### src/positional_array_list_top_macros.svh
// assertion macros for the positional array list
// used by positional_array_list_top; expects clk and rst_n in scope
`ifndef POSITIONAL_ARRAY_LIST_TOP_MACROS_SVH
`define POSITIONAL_ARRAY_LIST_TOP_MACROS_SVH

// same-cycle implication, disabled during reset
`define PAL_ASSERT_NOW(label, ante, cons, msg) \
    label: assert property (@(posedge clk) disable iff (!rst_n) (ante) |-> (cons)) \
        else $error(msg);

// implication checked on the following edge
`define PAL_ASSERT_NEXT(label, ante, cons, msg) \
    label: assert property (@(posedge clk) disable iff (!rst_n) (ante) |=> (cons)) \
        else $error(msg);

`endif

### src/pal_pkg.sv
// shared types and codes for the positional array list
// no dependencies
package pal_pkg;

    localparam int CAPACITY    = 32;
    localparam int OP_W        = 2;
    localparam int POS_W       = 6;
    localparam int VAL_W       = 32;
    localparam int STAT_W      = 2;
    localparam int CNT_OUT_W   = 6;
    localparam int QUEUE_DEPTH = 2;

    localparam logic [OP_W-1:0] OP_INSERT = 2'd0;
    localparam logic [OP_W-1:0] OP_DELETE = 2'd1;
    localparam logic [OP_W-1:0] OP_UPDATE = 2'd2;
    localparam logic [OP_W-1:0] OP_READ   = 2'd3;

    localparam logic [STAT_W-1:0] ST_OK     = 2'd0;
    localparam logic [STAT_W-1:0] ST_BADPOS = 2'd1;
    localparam logic [STAT_W-1:0] ST_FULL   = 2'd2;

    // one classified item as it travels from front to back
    typedef struct packed {
        logic [OP_W-1:0]        op;
        logic [POS_W-1:0]       idx;
        logic signed [VAL_W-1:0] value;
        logic [STAT_W-1:0]      status;
        logic [CNT_OUT_W-1:0]   count_after;
    } cmd_t;

    // queue status seen by front and back
    typedef struct packed {
        logic empty;
        logic full;
    } queue_flags_t;

endpackage

### src/positional_array_list_top.sv
// top level of the positional array list: front, queue, back
// depends on pal_pkg, pal_front, pal_queue, pal_back and the macros header
//
// Packed list of up to CAPACITY signed 32-bit words with 1-based positions.
// An item (operation, position, value) is taken at a rising edge with start
// high and busy low. Operations: insert at 1..count+1 shifting later entries
// up, delete at 1..count shifting later entries down and returning the
// removed word, update in place, and read. A bad position gives status 1,
// an insert into a full list gives status 2, and either leaves the list
// untouched; data_out is zero unless a delete or read succeeds. Exactly one
// result per item appears on status/data_out/count_out with done high for
// one cycle; the item is held in the queue and then in the result register before
// done rises. There is no way to hold it off, so sample it on that cycle.
// The block takes one item every cycle: the front checks the position
// against its own entry count in the cycle of acceptance, the back moves
// every cell toward or away from its neighbor all at once, and the back
// drains the queue one item per cycle, so the queue never holds more than
// one item and busy never rises. Entry contents are not cleared at reset;
// only positions already written are ever returned.
`include "positional_array_list_top_macros.svh"

module positional_array_list_top #(
    parameter int CAPACITY = pal_pkg::CAPACITY
) (
    input  logic                              clk,
    input  logic                              rst_n,
    input  logic                              start,
    output logic                              busy,
    input  logic [pal_pkg::OP_W-1:0]          operation,
    input  logic [pal_pkg::POS_W-1:0]         position,
    input  logic signed [pal_pkg::VAL_W-1:0]  value,
    output logic                              done,
    output logic [pal_pkg::STAT_W-1:0]        status,
    output logic signed [pal_pkg::VAL_W-1:0]  data_out,
    output logic [pal_pkg::CNT_OUT_W-1:0]     count_out
);

    // item taken this cycle
    logic                  accept;
    // classified item from the front
    pal_pkg::cmd_t         front_cmd;
    // oldest item waiting for the back
    pal_pkg::cmd_t         head_cmd;
    pal_pkg::queue_flags_t qflags;
    // back works whenever something is queued
    logic                  exec;

    assign busy   = qflags.full;
    assign accept = start && !busy;
    assign exec   = !qflags.empty;

    // front: range and fill checks, entry count bookkeeping
    pal_front #(
        .CAPACITY (CAPACITY)
    ) u_front (
        .clk       (clk),
        .rst_n     (rst_n),
        .accept    (accept),
        .operation (operation),
        .position  (position),
        .value     (value),
        .cmd       (front_cmd)
    );

    // decoupling queue
    pal_queue u_queue (
        .clk      (clk),
        .rst_n    (rst_n),
        .push     (accept),
        .push_cmd (front_cmd),
        .pop      (exec),
        .head_cmd (head_cmd),
        .flags    (qflags)
    );

    // back: cell row and result register
    pal_back #(
        .CAPACITY (CAPACITY)
    ) u_back (
        .clk       (clk),
        .rst_n     (rst_n),
        .exec      (exec),
        .cmd       (head_cmd),
        .done      (done),
        .status    (status),
        .data_out  (data_out),
        .count_out (count_out)
    );

    // every taken item is later reported with done high
    `PAL_ASSERT_NEXT(a_item_result, accept, ##1 done, "accepted item produced no result")
    // failed items never return data
    `PAL_ASSERT_NOW(a_fail_zero, done && status != pal_pkg::ST_OK, data_out == '0,
        "failed item returned nonzero data")
    // a full report means the count did not move off capacity
    `PAL_ASSERT_NOW(a_full_count, done && status == pal_pkg::ST_FULL,
        count_out == pal_pkg::CNT_OUT_W'(CAPACITY), "full status with count below capacity")
    // the queue never holds more than the back can drain
    `PAL_ASSERT_NOW(a_no_backlog, !qflags.empty, exec, "queued item not executed")

endmodule

### src/pal_front.sv
// front end: checks position and fill level, tracks the entry count
// depends on pal_pkg
module pal_front #(
    parameter int CAPACITY = pal_pkg::CAPACITY
) (
    input  logic                               clk,
    input  logic                               rst_n,
    input  logic                               accept,
    input  logic [pal_pkg::OP_W-1:0]           operation,
    input  logic [pal_pkg::POS_W-1:0]          position,
    input  logic signed [pal_pkg::VAL_W-1:0]   value,
    output pal_pkg::cmd_t                      cmd
);

    localparam int CNT_W = $clog2(CAPACITY + 1);
    localparam int POSW  = pal_pkg::POS_W;
    localparam int CMP_W = ((CNT_W > POSW) ? CNT_W : POSW) + 1;
    localparam int COW   = pal_pkg::CNT_OUT_W;

    logic [CNT_W-1:0] count_reg;
    logic [CNT_W-1:0] count_next;
    logic [CMP_W-1:0] pos_ext;
    logic [CMP_W-1:0] cnt_ext;
    logic [pal_pkg::STAT_W-1:0] status;

    assign pos_ext = CMP_W'(position);
    assign cnt_ext = CMP_W'(count_reg);

    always_comb
    begin
        status     = pal_pkg::ST_OK;
        count_next = count_reg;
        if (operation == pal_pkg::OP_INSERT)
        begin
            if (position == '0 || pos_ext > cnt_ext + CMP_W'(1))
                status = pal_pkg::ST_BADPOS;
            else if (cnt_ext == CMP_W'(CAPACITY))
                status = pal_pkg::ST_FULL;
            else
                count_next = count_reg + CNT_W'(1);
        end
        else
        begin
            if (position == '0 || pos_ext > cnt_ext)
                status = pal_pkg::ST_BADPOS;
            else if (operation == pal_pkg::OP_DELETE)
                count_next = count_reg - CNT_W'(1);
        end
    end

    always_comb
    begin
        cmd.op          = operation;
        cmd.idx         = position - POSW'(1);
        cmd.value       = value;
        cmd.status      = status;
        cmd.count_after = COW'(count_next);
    end

    always_ff @(posedge clk or negedge rst_n)
    begin
        if (!rst_n)
            count_reg <= '0;
        else if (accept)
            count_reg <= count_next;
    end

endmodule

### src/pal_queue.sv
// short command queue between front and back
// depends on pal_pkg
module pal_queue (
    input  logic                  clk,
    input  logic                  rst_n,
    input  logic                  push,
    input  pal_pkg::cmd_t         push_cmd,
    input  logic                  pop,
    output pal_pkg::cmd_t         head_cmd,
    output pal_pkg::queue_flags_t flags
);

    localparam int DEPTH = pal_pkg::QUEUE_DEPTH;
    localparam int PTR_W = (DEPTH > 1) ? $clog2(DEPTH) : 1;
    localparam int FILL_W = $clog2(DEPTH + 1);

    pal_pkg::cmd_t slots [DEPTH];
    logic [PTR_W-1:0]  wr_ptr_reg;
    logic [PTR_W-1:0]  rd_ptr_reg;
    logic [FILL_W-1:0] fill_reg;
    logic              do_push;
    logic              do_pop;

    assign flags.empty = (fill_reg == '0);
    assign flags.full  = (fill_reg == FILL_W'(DEPTH));
    assign do_push     = push && !flags.full;
    assign do_pop      = pop && !flags.empty;
    assign head_cmd    = slots[rd_ptr_reg];

    always_ff @(posedge clk)
    begin
        if (do_push)
            slots[wr_ptr_reg] <= push_cmd;
    end

    always_ff @(posedge clk or negedge rst_n)
    begin
        if (!rst_n)
        begin
            wr_ptr_reg <= '0;
            rd_ptr_reg <= '0;
            fill_reg   <= '0;
        end
        else
        begin
            if (do_push)
                wr_ptr_reg <= (wr_ptr_reg == PTR_W'(DEPTH - 1)) ? '0 : wr_ptr_reg + PTR_W'(1);
            if (do_pop)
                rd_ptr_reg <= (rd_ptr_reg == PTR_W'(DEPTH - 1)) ? '0 : rd_ptr_reg + PTR_W'(1);
            if (do_push && !do_pop)
                fill_reg <= fill_reg + FILL_W'(1);
            else if (do_pop && !do_push)
                fill_reg <= fill_reg - FILL_W'(1);
        end
    end

endmodule

### src/pal_back.sv
// back end: row of shifting entry cells and the result register
// depends on pal_pkg
module pal_back #(
    parameter int CAPACITY = pal_pkg::CAPACITY
) (
    input  logic                              clk,
    input  logic                              rst_n,
    input  logic                              exec,
    input  pal_pkg::cmd_t                     cmd,
    output logic                              done,
    output logic [pal_pkg::STAT_W-1:0]        status,
    output logic signed [pal_pkg::VAL_W-1:0]  data_out,
    output logic [pal_pkg::CNT_OUT_W-1:0]     count_out
);

    localparam int IW = (CAPACITY > 1) ? $clog2(CAPACITY) : 1;

    logic signed [pal_pkg::VAL_W-1:0] cells      [CAPACITY];
    logic signed [pal_pkg::VAL_W-1:0] cells_next [CAPACITY];
    logic                             apply;
    logic [IW-1:0]                    rd_idx;
    logic signed [pal_pkg::VAL_W-1:0] data_next;

    logic                             done_reg;
    logic [pal_pkg::STAT_W-1:0]       status_reg;
    logic signed [pal_pkg::VAL_W-1:0] data_reg;
    logic [pal_pkg::CNT_OUT_W-1:0]    count_reg;

    assign apply  = exec && (cmd.status == pal_pkg::ST_OK);
    assign rd_idx = IW'(cmd.idx);

    always_comb
    begin
        data_next = '0;
        if (apply && (cmd.op == pal_pkg::OP_DELETE || cmd.op == pal_pkg::OP_READ))
            data_next = cells[rd_idx];
    end

    // each cell picks its own value, its lower neighbor's or its upper neighbor's
    for (genvar g = 0; g < CAPACITY; g++)
    begin : g_cell
        localparam int PREV = (g > 0) ? g - 1 : 0;
        localparam int NXT  = (g < CAPACITY - 1) ? g + 1 : g;

        always_comb
        begin
            cells_next[g] = cells[g];
            if (apply)
            begin
                unique case (cmd.op)
                    pal_pkg::OP_INSERT:
                    begin
                        if (int'(cmd.idx) == g)
                            cells_next[g] = cmd.value;
                        else if (int'(cmd.idx) < g)
                            cells_next[g] = cells[PREV];
                    end
                    pal_pkg::OP_DELETE:
                    begin
                        if (int'(cmd.idx) <= g)
                            cells_next[g] = cells[NXT];
                    end
                    pal_pkg::OP_UPDATE:
                    begin
                        if (int'(cmd.idx) == g)
                            cells_next[g] = cmd.value;
                    end
                    default:
                    begin
                        cells_next[g] = cells[g];
                    end
                endcase
            end
        end

        always_ff @(posedge clk)
        begin
            cells[g] <= cells_next[g];
        end
    end

    always_ff @(posedge clk or negedge rst_n)
    begin
        if (!rst_n)
            done_reg <= 1'b0;
        else
            done_reg <= exec;
    end

    always_ff @(posedge clk)
    begin
        if (exec)
        begin
            status_reg <= cmd.status;
            data_reg   <= data_next;
            count_reg  <= cmd.count_after;
        end
    end

    assign done      = done_reg;
    assign status    = status_reg;
    assign data_out  = data_reg;
    assign count_out = count_reg;

endmodule

### config.mk
export PLATFORM = sky130hd
export DESIGN_NAME = positional_array_list_top
export DESIGN_NICKNAME = d
export VERILOG_FILES = /design/src/pal_pkg.sv /design/src/positional_array_list_top.sv /design/src/pal_front.sv /design/src/pal_queue.sv /design/src/pal_back.sv
export VERILOG_INCLUDE_DIRS = /design/src /design/src/src
export SDC_FILE = /design/constraint.sdc
export NUM_CORES = 2
export LEC_CHECK = 0
export BUFFER_PORTS_ARGS = -buffer_cell sky130_fd_sc_hd__clkbuf_2
export CAP_MARGIN = 20
export CORE_MARGIN = 8
export CORE_UTILIZATION = 50
export CTS_CLUSTER_SIZE = 10
export DETAILED_ROUTE_END_ITERATION = 6
export PLACE_DENSITY = 0.73
export RECOVER_POWER = 100
export SYNTH_ARGS = -nofsm -noshare
export SYNTH_HDL_FRONTEND = slang
export SYNTH_SLANG_ARGS = --single-unit
### constraint.sdc
create_clock -name clk -period 17 [get_ports clk]
set_input_delay 0.85 -clock clk [delete_from_list [all_inputs] [get_ports clk]]
set_output_delay 0.85 -clock clk [all_outputs]
set_load 0.02 [all_outputs]
==> metrics <==
status complete, but fails checks; failing checks DRC, capacitance limit, slew limit; CTS Buf Count between 100 and 150; Startpoint Class flip-flop; layout cells sized above 1 0.0765; drt wl/cell around 28 um; Max Fclk roughly 87 MHz; CTS tree built; Worst slew margin -1.60; nets 7061; Least-Margin Pin Slew approximately 3900 ps; DRT Wirelength 247 mm; worst hold-check path type input pin to flip-flop; Post-DRT Antenna Nets 0; number of flip-flops in the largest register around 1000; Hold Buf Count CTS 1; initial antenna violation count 4; Clock Tree Buf Depth 3; Worst VDD drop 0.000176 V; worst path cell trace mux2i_4 -> clkbuf_1 -> inv_1 -> ha_1 -> or2_0 -> o21ai_0 -> nand2b_1 -> a21oi_1 -> buf_4; Port Buf Inserts 84; global-route wire length before repair between 300 and 400 mm; num rows approximately 140; largest family of logic cells by synthesized area compound AO/OA/AOI/OAI gates; Worst Path Required 17400 ps; worst path arrival time about 12000 ps; Starting DRT DRC Count 10300; clk root buf clkbuf_16; core area about 0.14 mm^2; via count 61200; max-cap violations between 40 and 50; P_int approximately 9.3 mW; Main synth FF type edfxtp_1; leakage 26.7 nW; fin crit period ~11000 ps; post-synthesis adder-cell area fraction 0.00366; post-CTS setup buffer count 0; Final Hold Vio Count 0; unrepaired setup endpoints after global routing false; CP Class flip-flop to flip-flop; die area about 0.16 mm^2; post-cts sizing count 0; Num Clock Sinks around 1200; CP max FO a little over 70; # DRC 11; count of state elements after synthesis ~1200; Synth Area in Compound Gates 0.196; DP HPWL roughly 140 mm; max-slew violation count 1089; Mean Syn Cell Area between 9 and 10 um^2; placer congestion estimate about 0.9; TNS Setup 0 ps; CTS H-tree lvls 4; Layout Utilization 0.541; die span in y between 300 and 400 um; clock-pin slew on the worst setup and hold paths around 60 ps; Setup violations, final 0; sw frac 0.437; Ports 85; final worst-path cycle share 0.675; CP max stage delay approximately 2700 ps; register area share after synthesis 0.489; Synth warnings 0; Post-Syn Instances 7379; synth-to-layout area growth 7.73%; Top reg by flops u_back.cells; Mapped Area roughly 0.07 mm^2; Starting Density 0.502; Comb power frac 0.517; Post-synth ARST share 0.00939; Total GRT Usage 0.301; syn_nets approximately 7400; Post-Synth Simple-Gate Area 0.0918; CP Capture Type flip-flop; vias in the first global route just under 60000; pwr/cell area around 210 mW/mm^2; grt ovf 0; switching power between 7 and 8 mW; Post-synth EDFFs approximately 1200; clk_lat worst skew about 780 ps; XOR/XNOR Fraction of Synth Area 0.00183; Clock Skews approximately 31 ps; vias per cell slightly below 7; Worst path slowest cell clkbuf_1; Clock power frac 0.167; sequential share of power 0.316; largest net degree at the start of global routing ~240; post-synth cell types 65; die width 395 um; multiplexer share of the synthesized area 0.168; drt pass-1 iters 7
==> logic make-up after synthesis <==
logic type / count (synthesis)
adder cells (fa/ha/maj): 21
AO/OA/AOI/OAI: 2601
buffers and inverters: 833
XOR/XNOR: 15
AND/OR/NAND/NOR: 1617
multiplexers: 1121
flip-flops: 1171
==> final cells by class <==
class	count	area, um^2
clock buffers	180	3760
fillers	12400	65700
repair buffers	282	1950
well taps	1903	2380
inverters	27	101
clock inverters	21	121
multi-input cells	5375	33900
diodes	1	2.50
flip-flops and latches	1171	35100
==> power groups by stage <==
| stage | logic [mW] | clock network [mW] | registers [mW] |
|---|---|---|---|
| 2_1_floorplan | 5.94 | 0 | 5.06 |
| 3_3_place_gp | 8.03 | 0 | 5.18 |
| 3_5_place_dp | 8.31 | 0 | 5.19 |
| 4_1_cts | 8.33 | 2.75 | 5.15 |
| 5_1_grt | 8.95 | 2.85 | 5.27 |
| 6_report | 8.51 | 2.75 | 5.21 |
==> worst max-delay path, delay by kind of cell, from the launching register on <==
| family | cells | cell delay [ps] |
|---|---|---|
| buffers and inverters | 3 | 3800 |
| AO/OA/AOI/OAI | 2 | 2660 |
| AND/OR/NAND/NOR | 2 | 1060 |
| multiplexers | 1 | 410 |
| flip-flops | 1 | 1760 |
| adder cells (fa/ha/maj) | 1 | 1360 |
==> synth_stat cells (8+ instances only) <==
| library cell | instances | area [um^2] |
|---|---|---|
| o22ai_1 | 11 | 68.8 |
| nor3_1 | 30 | 150 |
| nor2b_1 | 37 | 231 |
| nand2b_1 | 9 | 56.3 |
| xnor2_1 | 11 | 96.3 |
| a21oi_1 | 1534 | 7680 |
| nor4_1 | 31 | 194 |
| mux4_2 | 64 | 1440 |
| a22oi_1 | 226 | 1700 |
| nand3_1 | 126 | 631 |
| nand4_1 | 11 | 68.8 |
| a21o_1 | 10 | 75.1 |
| ha_1 | 21 | 263 |
| edfxtp_1 | 1160 | 34800 |
| nand2_1 | 952 | 3570 |
| buf_2 | 193 | 966 |
| a222oi_1 | 16 | 160 |
| o21ai_1 | 11 | 55.1 |
| buf_1 | 34 | 128 |
| a221oi_1 | 12 | 105 |
| nor2_1 | 401 | 1510 |
| buf_4 | 15 | 113 |
| dfrtp_1 | 11 | 275 |
| mux2i_1 | 1029 | 10300 |
| inv_1 | 27 | 101 |
| o21ai_0 | 683 | 3420 |
| a211o_1 | 10 | 87.6 |
| o31a_1 | 23 | 201 |
| mux2_2 | 26 | 293 |
| buf_6 | 13 | 146 |
| a31oi_1 | 8 | 50.1 |
| a211oi_1 | 26 | 195 |
| clkbuf_1 | 551 | 2070 |
==> cells in the final DEF (no fill, tap or decap), types with 9 or more instances in the layout <==
cell type,synthesis,final
dfrtp_1,11,11
buf_8,0,9
ha_1,21,21
nor2_1,401,399
inv_1,27,27
nand2_1,952,952
nor3_2,4,11
buf_4,15,151
nand2b_1,9,9
o22ai_1,11,10
nand4_1,11,11
nor2b_1,37,12
a22oi_1,226,225
mux2i_1,1029,993
mux2_2,26,20
clkbuf_16,0,145
a221oi_1,12,12
a21o_1,10,9
xnor2_1,11,11
mux4_2,64,64
o21ai_0,683,683
a211o_1,10,10
nor2b_2,0,25
a21oi_1,1534,1528
mux2i_4,1,30
nand3_1,126,124
o21ai_1,11,10
clkbuf_2,0,20
edfxtp_1,1160,1160
nor4_1,31,29
clkbuf_1,551,126
a211oi_1,26,26
clkinv_1,0,11
nor3_1,30,20
a222oi_1,16,16
o31a_1,23,23
==> path summary, 6_finish.rpt <==
check                      slack, ps  cells past startpoint           startpoint                   end
setup / recovery                5520                      9   u_queue.rd_ptr_reg   u_back.cells[12][4]
hold / removal                   260                      1            value[17]  u_queue.slots[0][25]
setup reg to reg                5520                      9   u_queue.rd_ptr_reg   u_back.cells[12][4]
hold reg to reg                  490                      1  u_queue.fill_reg[1]   u_queue.fill_reg[1]
max in group asynchronous      15910                      2                rst_n   u_queue.fill_reg[0]
min in group asynchronous        650                      2                rst_n  u_front.count_reg[5]
==> per-layer routing <==
metal  wire length [um]  share of wire  global-route usage  vias up
li1                   -              -                   -    26500
met1              89400           0.36               0.391    28900
met2             108000           0.44               0.453     4900
met3              35700           0.14              0.0919      900
met4              14400          0.058               0.156        4
met5                 62        0.00025             0.00215        -
==> metrics by stage <==
step                power, mW  hold WS, ps  cells  instance area (um^2)  worst slack, ps
global placement         13.2          481   8735                 73600            11070
global route             17.1          250   8959                 77300             5420
floorplan                11.0          461   7379                 71700            11670
detailed placement       13.5          479   8754                 74000            11010
finish                   16.5          265   8960                 77300             5520
CTS                      16.2          228   8956                 77900            11000
Note: power is estimated with default switching activity, not from simulation.
